$ cat config.mk
export PLATFORM = sky130hd
export DESIGN_NAME = ata_pio_transfer_sequencer
export DESIGN_NICKNAME = d
export VERILOG_FILES = /design/src/hdl/atapio_pkg.sv /design/src/hdl/atapio_front.sv /design/src/hdl/atapio_queue.sv /design/src/hdl/atapio_back.sv /design/src/hdl/ata_pio_transfer_sequencer.sv
export SDC_FILE = /design/constraint.sdc
export NUM_CORES = 1
export LEC_CHECK = 0
export BUFFER_PORTS_ARGS = -buffer_cell sky130_fd_sc_hd__buf_4
export CORE_UTILIZATION = 55
export CTS_BUF_LIST = sky130_fd_sc_hd__clkbuf_8
export DETAILED_ROUTE_END_ITERATION = 10
export MAX_ROUTING_LAYER = met4
export PLACE_DENSITY = 0.71
export RECOVER_POWER = 50
export SLEW_MARGIN = 20
export SYNTH_ARGS = -nofsm -noshare
export SYNTH_HDL_FRONTEND = slang
export SYNTH_SLANG_ARGS = --single-unit
$ cat constraint.sdc
create_clock -name clk -period 6.54 [get_ports clk]
set_clock_uncertainty 0.2 [all_clocks]
set_input_delay 0 -clock clk [delete_from_list [all_inputs] [get_ports clk]]
set_output_delay 0 -clock clk [all_outputs]
set_load 0.01 [all_outputs]
$ cat src/hdl/atapio_pkg.sv
// ----------------------------------------------------------------------------
// atapio_pkg
// Shared types, codes and constants of the ATA PIO transfer sequencer.
// ----------------------------------------------------------------------------
package atapio_pkg;

  // Sector count width used from a start request
  localparam int COUNT_BITS    = 16;
  localparam int LBA_W         = 28;
  localparam int CHUNK_SECTORS = 256;
  localparam int CHUNK_W       = $clog2(CHUNK_SECTORS) + 1;
  localparam int WORD_SHIFT    = 8;
  localparam int WORDS_W       = CHUNK_W + WORD_SHIFT;
  localparam int QUEUE_DEPTH   = 4;
  localparam int QPTR_W        = $clog2(QUEUE_DEPTH);

  localparam logic [LBA_W-1:0] HIGHEST_LBA_RESET = 28'd163839;

  // Input item kinds
  localparam logic [1:0] MODE_START  = 2'd0;
  localparam logic [1:0] MODE_STATUS = 2'd1;
  localparam logic [1:0] MODE_DATA   = 2'd2;

  // Result actions
  localparam logic [2:0] ACT_REG    = 3'd0;
  localparam logic [2:0] ACT_STATUS = 3'd1;
  localparam logic [2:0] ACT_WRDATA = 3'd2;
  localparam logic [2:0] ACT_TOHOST = 3'd3;
  localparam logic [2:0] ACT_DONE   = 3'd4;
  localparam logic [2:0] ACT_FAIL   = 3'd5;

  // Failure reasons
  localparam logic [2:0] RSN_NONE       = 3'd0;
  localparam logic [2:0] RSN_LBA        = 3'd1;
  localparam logic [2:0] RSN_ZERO       = 3'd2;
  localparam logic [2:0] RSN_NODRQ      = 3'd3;
  localparam logic [2:0] RSN_UNEXPECTED = 3'd4;

  // Task-file register offsets
  localparam logic [2:0] PORT_DATA    = 3'd0;
  localparam logic [2:0] PORT_COUNT   = 3'd2;
  localparam logic [2:0] PORT_LBA0    = 3'd3;
  localparam logic [2:0] PORT_LBA1    = 3'd4;
  localparam logic [2:0] PORT_LBA2    = 3'd5;
  localparam logic [2:0] PORT_DEVICE  = 3'd6;
  localparam logic [2:0] PORT_COMMAND = 3'd7;

  // Register byte values
  localparam logic [7:0] DEV_BASE  = 8'hA0 | 8'h40;
  localparam logic [7:0] DEV_SLAVE = 8'h10;
  localparam logic [7:0] CMD_READ  = 8'h20;
  localparam logic [7:0] CMD_WRITE = 8'h30;
  localparam int STATUS_BSY_BIT = 7;
  localparam int STATUS_DRQ_BIT = 3;

  typedef enum logic [1:0] {
    PH_IDLE,
    PH_STATUS,
    PH_DATA
  } phase_t;

  // What follows the optional select and word of a job
  typedef enum logic [2:0] {
    TAIL_NONE,
    TAIL_CHUNK,
    TAIL_STATUS,
    TAIL_DONE,
    TAIL_FAIL
  } tail_t;

  // Result steps of the back end
  typedef enum logic [3:0] {
    ST_SEL,
    ST_WORD,
    ST_CNT,
    ST_L0,
    ST_L1,
    ST_L2,
    ST_DEV,
    ST_CMD,
    ST_STAT,
    ST_DONE,
    ST_FAIL,
    ST_END
  } step_t;

  // One classified item, as the back end expands it
  typedef struct packed {
    logic               has_sel;
    logic               has_word;
    tail_t              tail;
    logic [2:0]         reason;
    logic               direction;
    logic               drive;
    logic [15:0]        word;
    logic [LBA_W-1:0]   lba;
    logic [7:0]         count_byte;
  } job_t;

  typedef struct packed {
    logic valid;
    job_t job;
  } head_t;

endpackage

$ cat src/hdl/atapio_front.sv
// ----------------------------------------------------------------------------
// atapio_front
// Accepts items, tracks transfer state, makes a job of each but a DRQ status.
// ----------------------------------------------------------------------------
module atapio_front import atapio_pkg::*; (
  input  logic             clk,
  input  logic             rst,
  input  logic             accept,
  input  logic [1:0]       mode,
  input  logic             is_write,
  input  logic             drive,
  input  logic [LBA_W-1:0] lba,
  input  logic [15:0]      sector_count,
  input  logic [7:0]       status_byte,
  input  logic [15:0]      data_word,
  input  logic             cfg_write,
  input  logic [LBA_W-1:0] cfg_value,
  output logic             push,
  output job_t             push_job
);

  phase_t                phase, phase_next;
  logic                  direction;
  logic                  drive_sel;
  logic [LBA_W-1:0]      next_lba;
  logic                  lba_over;
  logic [COUNT_BITS-1:0] sectors_left;
  logic [WORDS_W-1:0]    words_left;
  logic [LBA_W-1:0]      highest_lba;

  logic [COUNT_BITS-1:0] count_in;
  logic [LBA_W-1:0]      base_lba;
  logic                  base_over;
  logic [COUNT_BITS-1:0] base_sectors;
  logic [CHUNK_W-1:0]    chunk;
  logic [LBA_W:0]        lba_sum;
  logic                  chunk_fail;
  logic [WORDS_W-1:0]    words_after;
  logic                  is_start, is_status, is_data;
  logic                  chunk_end, xfer_done, issue_ok;
  logic                  busy, drq;

  assign count_in  = COUNT_BITS'(sector_count);
  assign is_start  = (mode == MODE_START)  && (phase == PH_IDLE);
  assign is_status = (mode == MODE_STATUS) && (phase == PH_STATUS);
  assign is_data   = (mode == MODE_DATA)   && (phase == PH_DATA);
  assign busy      = status_byte[STATUS_BSY_BIT];
  assign drq       = status_byte[STATUS_DRQ_BIT];

  // Select the chunk source: the request itself, or the running transfer
  always_comb begin
    if (phase == PH_IDLE) begin
      base_lba     = lba;
      base_over    = 1'b0;
      base_sectors = count_in;
    end else begin
      base_lba     = next_lba;
      base_over    = lba_over;
      base_sectors = sectors_left;
    end
  end

  // Size the chunk and check its start address
  assign chunk = (base_sectors >= COUNT_BITS'(CHUNK_SECTORS)) ? CHUNK_W'(CHUNK_SECTORS)
                                                               : CHUNK_W'(base_sectors);
  assign lba_sum    = {1'b0, base_lba} + (LBA_W + 1)'(chunk);
  assign chunk_fail = base_over || (base_lba > highest_lba);

  // Count down the words of the current chunk
  assign words_after = (words_left != '0) ? words_left - WORDS_W'(1) : '0;
  assign chunk_end   = is_data && (words_after == '0) && (sectors_left != '0);
  assign xfer_done   = is_data && (words_after == '0) && (sectors_left == '0);
  assign issue_ok    = (is_start && !chunk_fail && (count_in != '0)) ||
                       (chunk_end && !chunk_fail);

  // Next phase
  always_comb begin
    phase_next = PH_IDLE;
    priority if (is_start) begin
      phase_next = (chunk_fail || (count_in == '0)) ? PH_IDLE : PH_STATUS;
    end else if (is_status) begin
      priority if (busy) phase_next = PH_STATUS;
      else if (!drq)     phase_next = PH_IDLE;
      else               phase_next = PH_DATA;
    end else if (is_data) begin
      priority if (xfer_done) phase_next = PH_IDLE;
      else if (chunk_end)     phase_next = chunk_fail ? PH_IDLE : PH_STATUS;
      else                    phase_next = PH_DATA;
    end else begin
      phase_next = PH_IDLE;
    end
  end

  // Build the job for the back end
  always_comb begin
    push                = 1'b0;
    push_job            = '0;
    push_job.tail       = TAIL_NONE;
    push_job.reason     = RSN_NONE;
    push_job.direction  = is_start ? is_write : direction;
    push_job.drive      = is_start ? drive : drive_sel;
    push_job.word       = data_word;
    push_job.lba        = base_lba;
    push_job.count_byte = chunk[7:0];
    priority if (is_start) begin
      push = accept;
      priority if (chunk_fail) begin
        push_job.tail   = TAIL_FAIL;
        push_job.reason = RSN_LBA;
      end else if (count_in == '0) begin
        push_job.tail   = TAIL_FAIL;
        push_job.reason = RSN_ZERO;
      end else begin
        push_job.has_sel = 1'b1;
        push_job.tail    = TAIL_CHUNK;
      end
    end else if (is_status) begin
      priority if (busy) begin
        push          = accept;
        push_job.tail = TAIL_STATUS;
      end else if (!drq) begin
        push            = accept;
        push_job.tail   = TAIL_FAIL;
        push_job.reason = RSN_NODRQ;
      end else begin
        push = 1'b0;
      end
    end else if (is_data) begin
      push              = accept;
      push_job.has_word = 1'b1;
      priority if (xfer_done) begin
        push_job.tail = TAIL_DONE;
      end else if (chunk_end) begin
        if (chunk_fail) begin
          push_job.tail   = TAIL_FAIL;
          push_job.reason = RSN_LBA;
        end else begin
          push_job.tail = TAIL_CHUNK;
        end
      end else begin
        push_job.tail = TAIL_NONE;
      end
    end else begin
      push            = accept;
      push_job.tail   = TAIL_FAIL;
      push_job.reason = RSN_UNEXPECTED;
    end
  end

  // Update transfer state on each accepted item
  always_ff @(posedge clk) begin
    if (rst) begin
      phase        <= PH_IDLE;
      direction    <= 1'b0;
      drive_sel    <= 1'b0;
      next_lba     <= '0;
      lba_over     <= 1'b0;
      sectors_left <= '0;
      words_left   <= '0;
      highest_lba  <= HIGHEST_LBA_RESET;
    end else begin
      if (cfg_write) begin
        highest_lba <= cfg_value;
      end
      if (accept) begin
        phase <= phase_next;
        if (is_start && issue_ok) begin
          direction <= is_write;
          drive_sel <= drive;
        end
        // Load a new chunk, or count down the current one
        if (issue_ok) begin
          next_lba     <= lba_sum[LBA_W-1:0];
          lba_over     <= lba_sum[LBA_W];
          sectors_left <= base_sectors - COUNT_BITS'(chunk);
          words_left   <= {chunk, WORD_SHIFT'(0)};
        end else if (is_data) begin
          words_left <= words_after;
        end
      end
    end
  end

endmodule

$ cat src/hdl/atapio_queue.sv
// ----------------------------------------------------------------------------
// atapio_queue
// Short job queue between the front and the back end.
// ----------------------------------------------------------------------------
module atapio_queue import atapio_pkg::*; (
  input  logic  clk,
  input  logic  rst,
  input  logic  push,
  input  job_t  push_job,
  input  logic  pop,
  output logic  full,
  output head_t head
);

  job_t              slots [QUEUE_DEPTH];
  logic [QPTR_W-1:0] wr_ptr;
  logic [QPTR_W-1:0] rd_ptr;
  logic [QPTR_W:0]   fill;

  assign full       = (fill == (QPTR_W + 1)'(QUEUE_DEPTH));
  assign head.valid = (fill != '0);
  assign head.job   = slots[rd_ptr];

  // Store pushed jobs
  always_ff @(posedge clk) begin
    if (push) begin
      slots[wr_ptr] <= push_job;
    end
  end

  // Advance pointers and the fill count
  always_ff @(posedge clk) begin
    if (rst) begin
      wr_ptr <= '0;
      rd_ptr <= '0;
      fill   <= '0;
    end else begin
      if (push) wr_ptr <= wr_ptr + QPTR_W'(1);
      if (pop)  rd_ptr <= rd_ptr + QPTR_W'(1);
      unique case ({push, pop})
        2'b10:   fill <= fill + (QPTR_W + 1)'(1);
        2'b01:   fill <= fill - (QPTR_W + 1)'(1);
        default: fill <= fill;
      endcase
    end
  end

endmodule

$ cat src/hdl/atapio_back.sv
// ----------------------------------------------------------------------------
// atapio_back
// Expands queued jobs into result transactions, one per cycle while the output is not stalled.
// ----------------------------------------------------------------------------
module atapio_back import atapio_pkg::*; (
  input  logic        clk,
  input  logic        rst,
  input  head_t       head,
  output logic        pop,
  output logic        m_tvalid,
  input  logic        m_tready,
  output logic [23:0] m_tdata,   // port[2:0], value[18:3], fail_reason[21:19], zero[23:22]
  output logic [2:0]  m_tuser,   // action[2:0]
  output logic        m_tlast
);

  function automatic step_t tail_step(input tail_t tail);
    step_t s;
    unique case (tail)
      TAIL_CHUNK:  s = ST_CNT;
      TAIL_STATUS: s = ST_STAT;
      TAIL_DONE:   s = ST_DONE;
      TAIL_FAIL:   s = ST_FAIL;
      default:     s = ST_END;
    endcase
    return s;
  endfunction

  function automatic step_t first_step(input job_t job);
    step_t s;
    priority if (job.has_sel) s = ST_SEL;
    else if (job.has_word)    s = ST_WORD;
    else                      s = tail_step(job.tail);
    return s;
  endfunction

  logic       started;
  step_t      step, cur_step, step_next;
  logic       advance;
  logic [2:0] res_action;
  logic [2:0] res_port;
  logic [15:0] res_value;
  logic [2:0] res_reason;
  logic [7:0] dev_byte;

  assign cur_step = started ? step : first_step(head.job);
  assign advance  = head.valid && (!m_tvalid || m_tready);
  assign pop      = advance && (step_next == ST_END);
  assign dev_byte = DEV_BASE | (head.job.drive ? DEV_SLAVE : 8'h00);

  // Next step
  always_comb begin
    unique case (cur_step)
      ST_SEL:  step_next = ST_CNT;
      ST_WORD: step_next = tail_step(head.job.tail);
      ST_CNT:  step_next = ST_L0;
      ST_L0:   step_next = ST_L1;
      ST_L1:   step_next = ST_L2;
      ST_L2:   step_next = ST_DEV;
      ST_DEV:  step_next = ST_CMD;
      ST_CMD:  step_next = ST_STAT;
      default: step_next = ST_END;
    endcase
  end

  // Result fields of the current step
  always_comb begin
    res_action = ACT_REG;
    res_port   = PORT_DATA;
    res_value  = '0;
    res_reason = RSN_NONE;
    unique case (cur_step)
      ST_SEL: begin
        res_port  = PORT_DEVICE;
        res_value = 16'(dev_byte);
      end
      ST_WORD: begin
        res_action = head.job.direction ? ACT_WRDATA : ACT_TOHOST;
        res_value  = head.job.word;
      end
      ST_CNT: begin
        res_port  = PORT_COUNT;
        res_value = 16'(head.job.count_byte);
      end
      ST_L0: begin
        res_port  = PORT_LBA0;
        res_value = 16'(head.job.lba[7:0]);
      end
      ST_L1: begin
        res_port  = PORT_LBA1;
        res_value = 16'(head.job.lba[15:8]);
      end
      ST_L2: begin
        res_port  = PORT_LBA2;
        res_value = 16'(head.job.lba[23:16]);
      end
      ST_DEV: begin
        res_port  = PORT_DEVICE;
        res_value = 16'(dev_byte | {4'h0, head.job.lba[27:24]});
      end
      ST_CMD: begin
        res_port  = PORT_COMMAND;
        res_value = 16'(head.job.direction ? CMD_WRITE : CMD_READ);
      end
      ST_STAT: begin
        res_action = ACT_STATUS;
        res_port   = PORT_COMMAND;
      end
      ST_DONE: begin
        res_action = ACT_DONE;
      end
      ST_FAIL: begin
        res_action = ACT_FAIL;
        res_reason = head.job.reason;
      end
      default: begin
        res_action = ACT_REG;
      end
    endcase
  end

  // Track the step within the head job
  always_ff @(posedge clk) begin
    if (rst) begin
      started <= 1'b0;
      step    <= ST_END;
    end else if (advance) begin
      started <= !pop;
      step    <= step_next;
    end
  end

  // Hold each result until taken
  always_ff @(posedge clk) begin
    if (rst) begin
      m_tvalid <= 1'b0;
    end else if (advance) begin
      m_tvalid <= 1'b1;
    end else if (m_tready) begin
      m_tvalid <= 1'b0;
    end
  end

  always_ff @(posedge clk) begin
    if (advance) begin
      m_tuser <= res_action;
      m_tdata <= {2'b00, res_reason, res_value, res_port};
      m_tlast <= pop;
    end
  end

endmodule

$ cat src/hdl/ata_pio_transfer_sequencer.sv
// Path: an accepted item is stored in the job queue, and its first result is registered onto m_tvalid.
// Throughput: one input item per cycle; the back end emits one result per cycle while m_tready
// takes them, and an item causes at most 8 results, with a 4-job queue in between;
// input stalls only while that queue is full.
// Status items accepted in the status phase with DRQ set (and BSY clear) produce no result.
// Reset: synchronous rst clears phase, transfer state and queue; highest_lba to 163839.
// ----------------------------------------------------------------------------
// ata_pio_transfer_sequencer
// Host-side ATA PIO LBA28 sector transfer sequencer: front classifier, job
// queue and result expander.
// ----------------------------------------------------------------------------
module ata_pio_transfer_sequencer import atapio_pkg::*; (
  input  logic        clk,
  input  logic        rst,
  input  logic        s_tvalid,
  output logic        s_tready,
  // is_write[0], drive[1], lba[29:2], sector_count[45:30], status_byte[53:46],
  // data_word[69:54], zero[71:70]
  input  logic [71:0] s_tdata,
  input  logic [1:0]  s_tuser,   // mode[1:0]
  output logic        m_tvalid,
  input  logic        m_tready,
  output logic [23:0] m_tdata,   // port[2:0], value[18:3], fail_reason[21:19], zero[23:22]
  output logic [2:0]  m_tuser,   // action[2:0]
  output logic        m_tlast,
  input  logic        cfg_valid,
  output logic        cfg_ready,
  input  logic [27:0] cfg_data
);

  logic  accept;
  logic  push;
  job_t  push_job;
  logic  pop;
  logic  full;
  head_t head;

  assign s_tready  = !full;
  assign accept    = s_tvalid && s_tready;
  assign cfg_ready = 1'b1;

  atapio_front u_front (
    .clk          (clk),
    .rst          (rst),
    .accept       (accept),
    .mode         (s_tuser),
    .is_write     (s_tdata[0]),
    .drive        (s_tdata[1]),
    .lba          (s_tdata[29:2]),
    .sector_count (s_tdata[45:30]),
    .status_byte  (s_tdata[53:46]),
    .data_word    (s_tdata[69:54]),
    .cfg_write    (cfg_valid && cfg_ready),
    .cfg_value    (cfg_data),
    .push         (push),
    .push_job     (push_job)
  );

  atapio_queue u_queue (
    .clk      (clk),
    .rst      (rst),
    .push     (push),
    .push_job (push_job),
    .pop      (pop),
    .full     (full),
    .head     (head)
  );

  atapio_back u_back (
    .clk      (clk),
    .rst      (rst),
    .head     (head),
    .pop      (pop),
    .m_tvalid (m_tvalid),
    .m_tready (m_tready),
    .m_tdata  (m_tdata),
    .m_tuser  (m_tuser),
    .m_tlast  (m_tlast)
  );

endmodule

**Word-level counts from Yosys, hierarchy flattened**

Memories as Yosys holds them, arrays and structs flattened. A register that Yosys moved wholly into a read port is not among the register bits.
Index checks and enable logic that the tools add are counted.

- Bits in registers: 133
- Memory bits (writable): 248
- Bits of input ports: 107
- Output and inout port bits: 31
- Word-level logic and storage cells: 151
- Memories kept: 1

Memory list:

| memory | words | bits a word | read ports | clocked after Yosys merged registers in | wr ports | line | text |
|---|---|---|---|---|---|---|---|
| u_queue.slots | 4 | 62 | 1 | 1 | 1 | atapio_queue.sv:15 | `job_t slots [QUEUE_DEPTH];` |

- $add $sub $neg: 7
- Magnitude comparators: 2
- Eq/ne operators: 22
- Muxes and demuxes: 61
- Bitwise operators: 1
- Reductions and logical operators: 39

Operator list:

| cell | count |
|---|---|
| 16-bit one-hot mux with 8 select lines | 1 |
| 17-bit 2-to-1 mux | 3 |
| 16-bit logical NOT | 2 |
| 4-bit one-hot mux with 8 select lines | 1 |
| 16-bit nonzero test | 2 |
| 6-bit 2-to-1 mux | 5 |
| 28-bit by 9-bit adder with 29-bit output | 1 |
| 28-bit > comparator | 1 |
| 28-bit 2-to-1 mux | 1 |
| 1-bit 2-to-1 mux | 22 |
| 3-bit 2-to-1 mux | 7 |
| 2-bit 2-to-1 mux | 10 |
| 3-bit one-hot mux with 6 select lines | 1 |
| 17-bit logical NOT | 1 |
| 17-bit nonzero test | 1 |
| 17-bit by 1-bit subtractor with 17-bit output (second input constant) | 1 |
| 4-bit by 3-bit == test with 1-bit output (second input constant) | 4 |
| 4-bit == test (second input constant) | 4 |
| 16-bit by 9-bit greater-or-equal comparator with 1-bit output (second input constant) | 1 |
| 16-bit 2-to-1 mux | 1 |
| 4-bit one-hot mux with 4 select lines | 1 |
| 16-bit by 9-bit subtractor with 16-bit output | 1 |
| 1-bit logical AND | 13 |
| 4-bit 2-to-1 mux | 3 |
| 23 further kinds | 44 |

**Depth between registers and ports, before layout**

Gate-level depths: netlist (run 1).

- Word-level depth: 11
- Gate-level depth with buffers: 20
- Mapped depth without buffers: 18

**Modules after synthesis**

Synthesis (run 1) repeated with hierarchy kept, for this count alone.

- Cell total of the unflattened synthesis: 1492
- Area total of the unflattened synthesis: 18273.8 sq um

Modules (own cells, without submodules):

| module | times used | cells an instance | area an instance (sq um) | seq. area each (sq um) |
|---|---|---|---|---|
| atapio_queue | 1 | 367 | 9442.8 | 7627.3 |
| atapio_front | 1 | 913 | 6792.8 | 1881.8 |
| atapio_back | 1 | 208 | 2016.9 | 900.9 |
| ata_pio_transfer_sequencer | 1 | 4 | 21.3 | 0.0 |

**Worst setup path after synthesis (run 1)**

Ideal clock, no wire load.

- Path kind: reg-to-reg
- Start point: register u_front.phase[1]
- End point: register u_front.words_left[8]
- Library setup time: 121 ps
- Data arrival time: 4604 ps
- Data required time: 6219 ps
- Slack: 1615 ps
- Stages on the path, launching flop included: 17
- Buffers on the path: 5
- Period minus slack after synthesis: 4925 ps
- Cells stage by stage: dfxtp_1 -> nor2_1 -> buf_2 -> buf_1 -> clkbuf_1 -> buf_1 -> mux2i_1 -> inv_1 -> ha_1 -> nand4_1 -> nor3_1 -> a31oi_1 -> a211oi_1 -> o21ai_0 -> clkbuf_1 -> a22o_1 -> o2bb2ai_1

RTL lines:

| what | line | text |
|---|---|---|
| from (decl) | atapio_front.sv:22 | `phase_t phase, phase_next;` |
| from (signal assigned) | atapio_front.sv:166 | `phase <= phase_next;` |
| to (signal assigned) | atapio_front.sv:176 | `words_left <= {chunk, WORD_SHIFT'(0)};` |
| to (signal assigned) | atapio_front.sv:178 | `words_left <= words_after;` |
| to (decl) | atapio_front.sv:28 | `logic [WORDS_W-1:0] words_left;` |

==> results of run 1 <==
-- per-stage QoR --
stage	cells	util, %
final	2237	70.08
after CTS	2233	70.49
after global placement	1927	60.51
after global routing	2236	70.07
after floorplan	1449	-
after detailed placement	1927	60.51
-- registers in the layout, summed over array words and instances, names as in the netlist, 2 cells and up, named ones only --
signal	cells
u_front.words_left	17
u_queue.fill	3
u_queue.wr_ptr	2
u_front.sectors_left	16
u_queue.slots	248
u_front.next_lba	28
u_front.phase	2
u_back.m_tuser	3
u_front.highest_lba	28
u_back.step	4
u_queue.rd_ptr	2
u_back.m_tdata	22
-- critical path, cell delays in order, from the launching register on --
cell	delay, ns
dfxtp_1	0.46
nor2_4	0.72
buf_12	0.30
mux2i_1	0.22
inv_1	0.22
ha_1	0.29
a211oi_1	0.25
nor2_1	0.10
o21ai_0	0.22
nand2b_1	0.10
a221o_1	0.37
a21o_1	0.26
nor3_2	0.22
buf_4	0.40
o2111ai_1	0.15
dlygate4sd3_1	0.59
a21oi_1	0.18
dlygate4sd3_1	0.63
-- cell families after synthesis --
kind of cell,after synthesis,share of synthesized area (%)
compound gates,260,9.565
xor+xnor,41,2.023
fa+ha+maj,47,3.397
buf+inv,136,2.967
flops,383,58.64
mux,111,10.67
other cells,2,0.04231
simple gates,467,12.69
-- synthesized netlist by cell type, types with 7 or more instances --
cell type  number  area share (%)
and3_1          9            0.32
nand2_1       178             3.8
nand3_1        19            0.54
o22ai_1         7            0.25
mux4_2         62             7.9
o21ai_0        38             1.1
nor3b_1         8            0.34
or3_1          10            0.35
xor2_1         14            0.69
a211oi_1       16            0.68
a22o_1          8            0.39
buf_1          10            0.21
nor2_1         97             2.1
o211ai_1       28             1.2
xnor2_1        27             1.3
inv_1          59             1.2
edfxtp_1      274              46
ha_1           45             3.2
a22oi_1        10            0.42
o21a_1          8            0.34
nand4_1        18            0.63
and2_1         20            0.70
dfxtp_1       109              12
clkbuf_1       59             1.2
nand2b_1       22            0.78
a21oi_1        83             2.3
a31oi_1         9            0.32
mux2i_1        43             2.4
nor4_1         11            0.39
nor3_1         40             1.1
-- worst max path at each step --
stage	from	to	slack (ns)	cells past startpoint
after floorplan	u_front.phase[1]	u_front.words_left[8]	1.61	16
after global placement	u_front.phase[1]	u_front.lba_over	1.33	13
after detailed placement	u_front.phase[1]	u_front.words_left[3]	1.22	14
after CTS	u_front.phase[0]	u_front.next_lba[23]	0.79	17
after global routing	u_front.phase[1]	u_front.sectors_left[15]	0.18	16
final	u_front.phase[1]	u_front.sectors_left[15]	0.53	17
-- metal layers --
| layer | routed length, µm | share of wire (%) | up-vias | GRT usage (%) |
|---|---|---|---|---|
| met2 | 21980 | 48 | 614 | 46.23 |
| met5 | 0 | 0 | - | - |
| li1 | - | - | 6111 | - |
| met1 | 19200 | 42 | 6535 | 37.73 |
| met3 | 3255 | 7.1 | 107 | 4.071 |
| met4 | 1345 | 2.9 | 0 | 10.64 |
-- where the power goes --
part / switching (mW) / internal (mW) / leakage, nW
registers: 0.144 / 3.09 / 3.44
logic: 1.47 / 0.922 / 4.09
clock network: 0.962 / 1.10 / 0.728
total: 2.58 / 5.12 / 8.27
-- cell type report --
class	count	share of cell area (%)
timing repair buffer	342	13.22
clock buffer	72	4.470
multi-input combinational	930	30.80
antenna	4	0.04515
tap	402	2.269
clock inverter	44	1.202
sequential	383	46.98
inverter	60	1.016
==> impl_metrics.ini, run 1 <==
[global_route]
first_global_vias = 13400
grt-ovfl-total = 0
grt_antenna_before_repair = 3
grt_usage_pct = 28.88
grt_pass1_wl_mm = 71.23
grt_max_degree = 78

[clock_network]
holdBufCountCts = 190
clk_path_buf_depth = 3
root_buffer = clkbuf_8
cts_setup_buffers = 0
clkLatencyLatePin_ns = 0.60
cts_num_sinks = 383
htree_levels = 3
cts_tree = built
cts_buffers = 66
cts-resized-gates = 0
clk_pin_slew_ns = 0.06

[hold_path]
hold_path_class = in -> reg
hold_path_depth = 4
min_to = u_front.sectors_left[3]
hold_start = s_tdata[33]

[worst_setup_path]
r2r-start = u_front.phase[1]
r2r_cells = 17
cp.arrival_ns = 6.33
reg2reg_to = u_front.sectors_left[15]
cp-start-kind = flip-flop
worst_setup_path_end_kind = flip-flop
critPathKind = reg -> reg
r2r_slack_ns = 0.53
worst-endpoint-required_ns = 6.86
crit_path_max_fanout = 39

[final_layout]
final_area_um2 = 22170
fillers = 2223
multi_input_area_um2 = 6829
drive_gt1_share_pct = 15.40
layout_commonest_cell = edfxtp_1
final_cell_mix = edfxtp_1 (274), dlygate4sd3_1 (190), nand2_1 (178), dfxtp_1 (107), buf_4 (102)
ff_latch_area_um2 = 10420
area_growth_pct = 24.89
final_nets = 1937

[sta]
grt_setup_unrepaired = no
worst_pin_slew_ns = 4.009
hold_slack_ns = 0.05184
finalHoldViolCount = 0
max_freq_mhz = 166.5
fin_tns_setup_ns = 0
min_period_ns = 6.007
finalSetupViolCount = 0
finalCritPeriodShare_pct = 91.84
maxSlewViolCount = 264
fin_ws_ns = 0.5334
maxSlewHeadroom_pct = -167.2

[floorplan]
die_y_um = 181.7
core_area_um2 = 31640
initial_core_util_pct = 56.11
dieWidth_um = 181.7
dieArea_um2 = 33000
ios = 138
rows = 65

[yosys]
yosys_warnings = 0
synth-seq-area-share_pct = 58.64
syn_area_um2 = 17750
ys_async_sr_fraction_pct = 0
syn_inst = 1447
avgSynthCellArea_um2 = 12.27
synth_seq_cells = 383
synth-main-ff-cell = edfxtp_1
yosysUniqueCellTypes = 72
synth_edf_count = 274

[place]
pre_cts_slack_ns = 1.222
dp_hpwl_mm = 28.85
gp_congestion = 0.9196
io_buffers = 126
dpl_cell_area_um2 = 19140

[detailed_routing]
ant_nets = 0
first_pass_iters = 6
drc = 0
drt_iter0_drc = 1021
finalWirelength_mm = 45.78
via_count = 13370
routedWlPerCell_um = 20.47
via_per_inst = 5.975

[run_status]
outcome = finished, violations left
violations = capacitance limit, slew limit

[power_and_ir_drop]
power.density_nw_per_um2 = 347.0
p_leak_nw = 8.267
irDropWorstVdd_mv = 0.1804
p_total_mw = 7.693

[job]
cap_violations = 7
(Power assumes the default switching activity.)
==> run 2: changes to the inputs <==
- CORE_ASPECT_RATIO: not set -> 1.25
- CORE_MARGIN: not set -> 3
==> run 2 against run 1 <==
Compared with the run above:
- the run still ends with capacitance limit, slew limit left
- global-route usage grew 0.53 points
- setup slack improved by 0.12 ns
- total power rose by 2.0%
- via count grew 1.5%
- non-clock buffer count is 27 higher
==> impl_metrics.ini, run 2 (synthesis results as in run 1) <==
[power_and_ir_drop]
irDropWorstVdd_mv = 0.2296
power.switching_mw = 2.606
p_int_mw = 5.239
power_frac_comb_pct = 30.9
p_leak_nw = 8.373
power_frac_clock_pct = 27.7
power.density_nw_per_um2 = 349.3
seq_power_share_pct = 41.4
switching_share_pct = 33.22

[global_route]
first_global_vias = 13900
grt_usage_pct = 29.41
grt_pass1_wl_mm = 76.59
grt_antenna_before_repair = 1
grt_max_degree = 71
grt-ovfl-total = 0

[floorplan]
dieArea_um2 = 34480
die_y_um = 206.9
rows = 72
dieWidth_um = 166.7
core_area_um2 = 31350
ios = 138
initial_core_util_pct = 56.63

[final_layout]
area_growth_pct = 26.54
drive_gt1_share_pct = 15.38
stdcell_count = 2261
largest_reg_flops = 248
final_cell_mix = edfxtp_1 (274), dlygate4sd3_1 (216), nand2_1 (178), dfxtp_1 (107), nor2_1 (96)
final_area_um2 = 22460
regMostFlops = u_queue.slots
final_nets = 1957
layout_commonest_cell = edfxtp_1
largestRegisters = u_queue.slots: 248 flops, u_front.highest_lba: 28 flops, u_front.next_lba: 28 flops

[place]
pre_cts_slack_ns = 1.280
io_buffers = 126
dp.cells = 1933
dp_hpwl_mm = 29.51
dpl_cell_area_um2 = 19140
gp_congestion = 0.8981

[run_status]
violations = capacitance limit, slew limit
outcome = finished, violations left

[detailed_routing]
finalWirelength_mm = 49.11
drc = 0
routedWlPerCell_um = 21.72
ant_nets = 0
first_pass_iters = 6
via_count = 13560
via_per_inst = 5.998
drt_iter0_drc = 1315

[sta]
maxSlewHeadroom_pct = -130.9
grt_setup_unrepaired = no
max_freq_mhz = 170.0
fin_ws_ns = 0.6564
finalHoldViolCount = 0
maxSlewViolCount = 178
min_period_ns = 5.884
fin_tns_setup_ns = 0
finalSetupViolCount = 0
worst_pin_slew_ns = 3.464
finalCritPeriodShare_pct = 89.96

[worst_setup_path]
slowest_delay_ns = 0.62
timing.critical_path.cells = nor2_4 -> mux2i_1 -> inv_1 -> ha_1 -> a21oi_1 -> nor2_1 -> a211oi_1 -> o21ai_0 -> a221o_1 -> a21o_1 -> nor3_2 -> buf_4 -> o2111ai_1 -> dlygate4sd3_1 -> a21oi_1 -> dlygate4sd3_1
worst-endpoint-required_ns = 6.90
cp_slowest_cell = dlygate4sd3_1
critPathKind = reg -> reg
crit_path_max_fanout = 48
cp-start-kind = flip-flop
cp.arrival_ns = 6.25
worst_setup_path_end_kind = flip-flop

[clock_network]
clk_path_buf_depth = 3
cts-resized-gates = 0
cts_num_sinks = 383
clkLatencyLatePin_ns = 0.63
cts_tree = built
htree_levels = 2
clk_pin_slew_ns = 0.07
root_buffer = clkbuf_8
cts_buffers = 59

[job]
cap_violations = 5

[hold_path]
hold_path_class = in -> reg
[run 2: cell count changes in the layout (fill, tap and decap cells not counted), sizes merged]
cell and change:
diode -3, inv -14, clkinv +12, bufinv +6, dlygate4sd3 +26, buf -8
[run 2: area by class of cell]
| class | instances | area [µm²] |
|---|---|---|
| diodes | 1 | 2.502 |
| multi-input cells | 930 | 6837 |
| clock buffers | 63 | 867.1 |
| well taps | 407 | 509.2 |
| clock inverters | 48 | 431.7 |
| fillers | 2123 | 8887 |
| inverters | 60 | 225.2 |
| flip-flops and latches | 383 | 10420 |
| repair buffers | 369 | 3176 |
[run 2: worst max-delay path: cells and delay by family (launching register included)]
kind	cells	cell delay, ns
buffers and inverters	4	1.91
and+or+nand+nor	3	0.85
adders and majority gates	1	0.38
muxes	1	0.41
AOI/OAI and AO/OA	7	1.60
DFF	1	0.47
[run 2: power groups by stage]
| stage | combinational [mW] | clock [mW] | sequential [mW] |
|---|---|---|---|
| final | 2.42 | 2.18 | 3.25 |
| after detailed placement | 2.33 | 0 | 3.29 |
| after CTS | 2.46 | 2.20 | 3.24 |
| after global routing | 2.63 | 2.31 | 3.28 |
| after global placement | 2.29 | 0 | 3.27 |
| after floorplan | 1.54 | 0 | 3.27 |
[run 2: routing by layer]
layer  vias to the layer above  track usage (%)  part of all wire [%]
met1                      6616            35.34                    38
met2                       621            50.53                    51
met5                         -                -                     0
met3                       167            4.038                   6.1
met4                         0            12.56                   4.3
li1                       6158                -                     -
[run 2: repair_timing]
| item | 4_1_cts | 5_1_grt |
|---|---|---|
| endpoints found under the hold margin | 338 | 0 |
| buffers inserted | 0 | 0 |
| hold buffers | 216 | 0 |
[run 2: worst paths after layout]
check        slack (ns)                  endpoint  depth (start not counted)                 start
max                0.66  u_front.sectors_left[15]                         16      u_front.phase[1]
min                0.04   u_front.sectors_left[0]                          4           s_tdata[30]
max reg2reg        0.66  u_front.sectors_left[15]                         16      u_front.phase[1]
min reg2reg        0.25      u_front.next_lba[25]                          2  u_front.next_lba[25]
[run 2: stage by stage]
step	util [%]	power, mW	hold slack [ns]
3_5_place_dp	61.05	5.623	0.006662
2_1_floorplan	-	4.809	-0.1011
4_1_cts	72.09	7.907	0.001167
3_3_place_gp	61.05	5.555	0.002062
5_1_grt	71.65	8.227	0.03846
6_report	71.65	7.845	0.03557
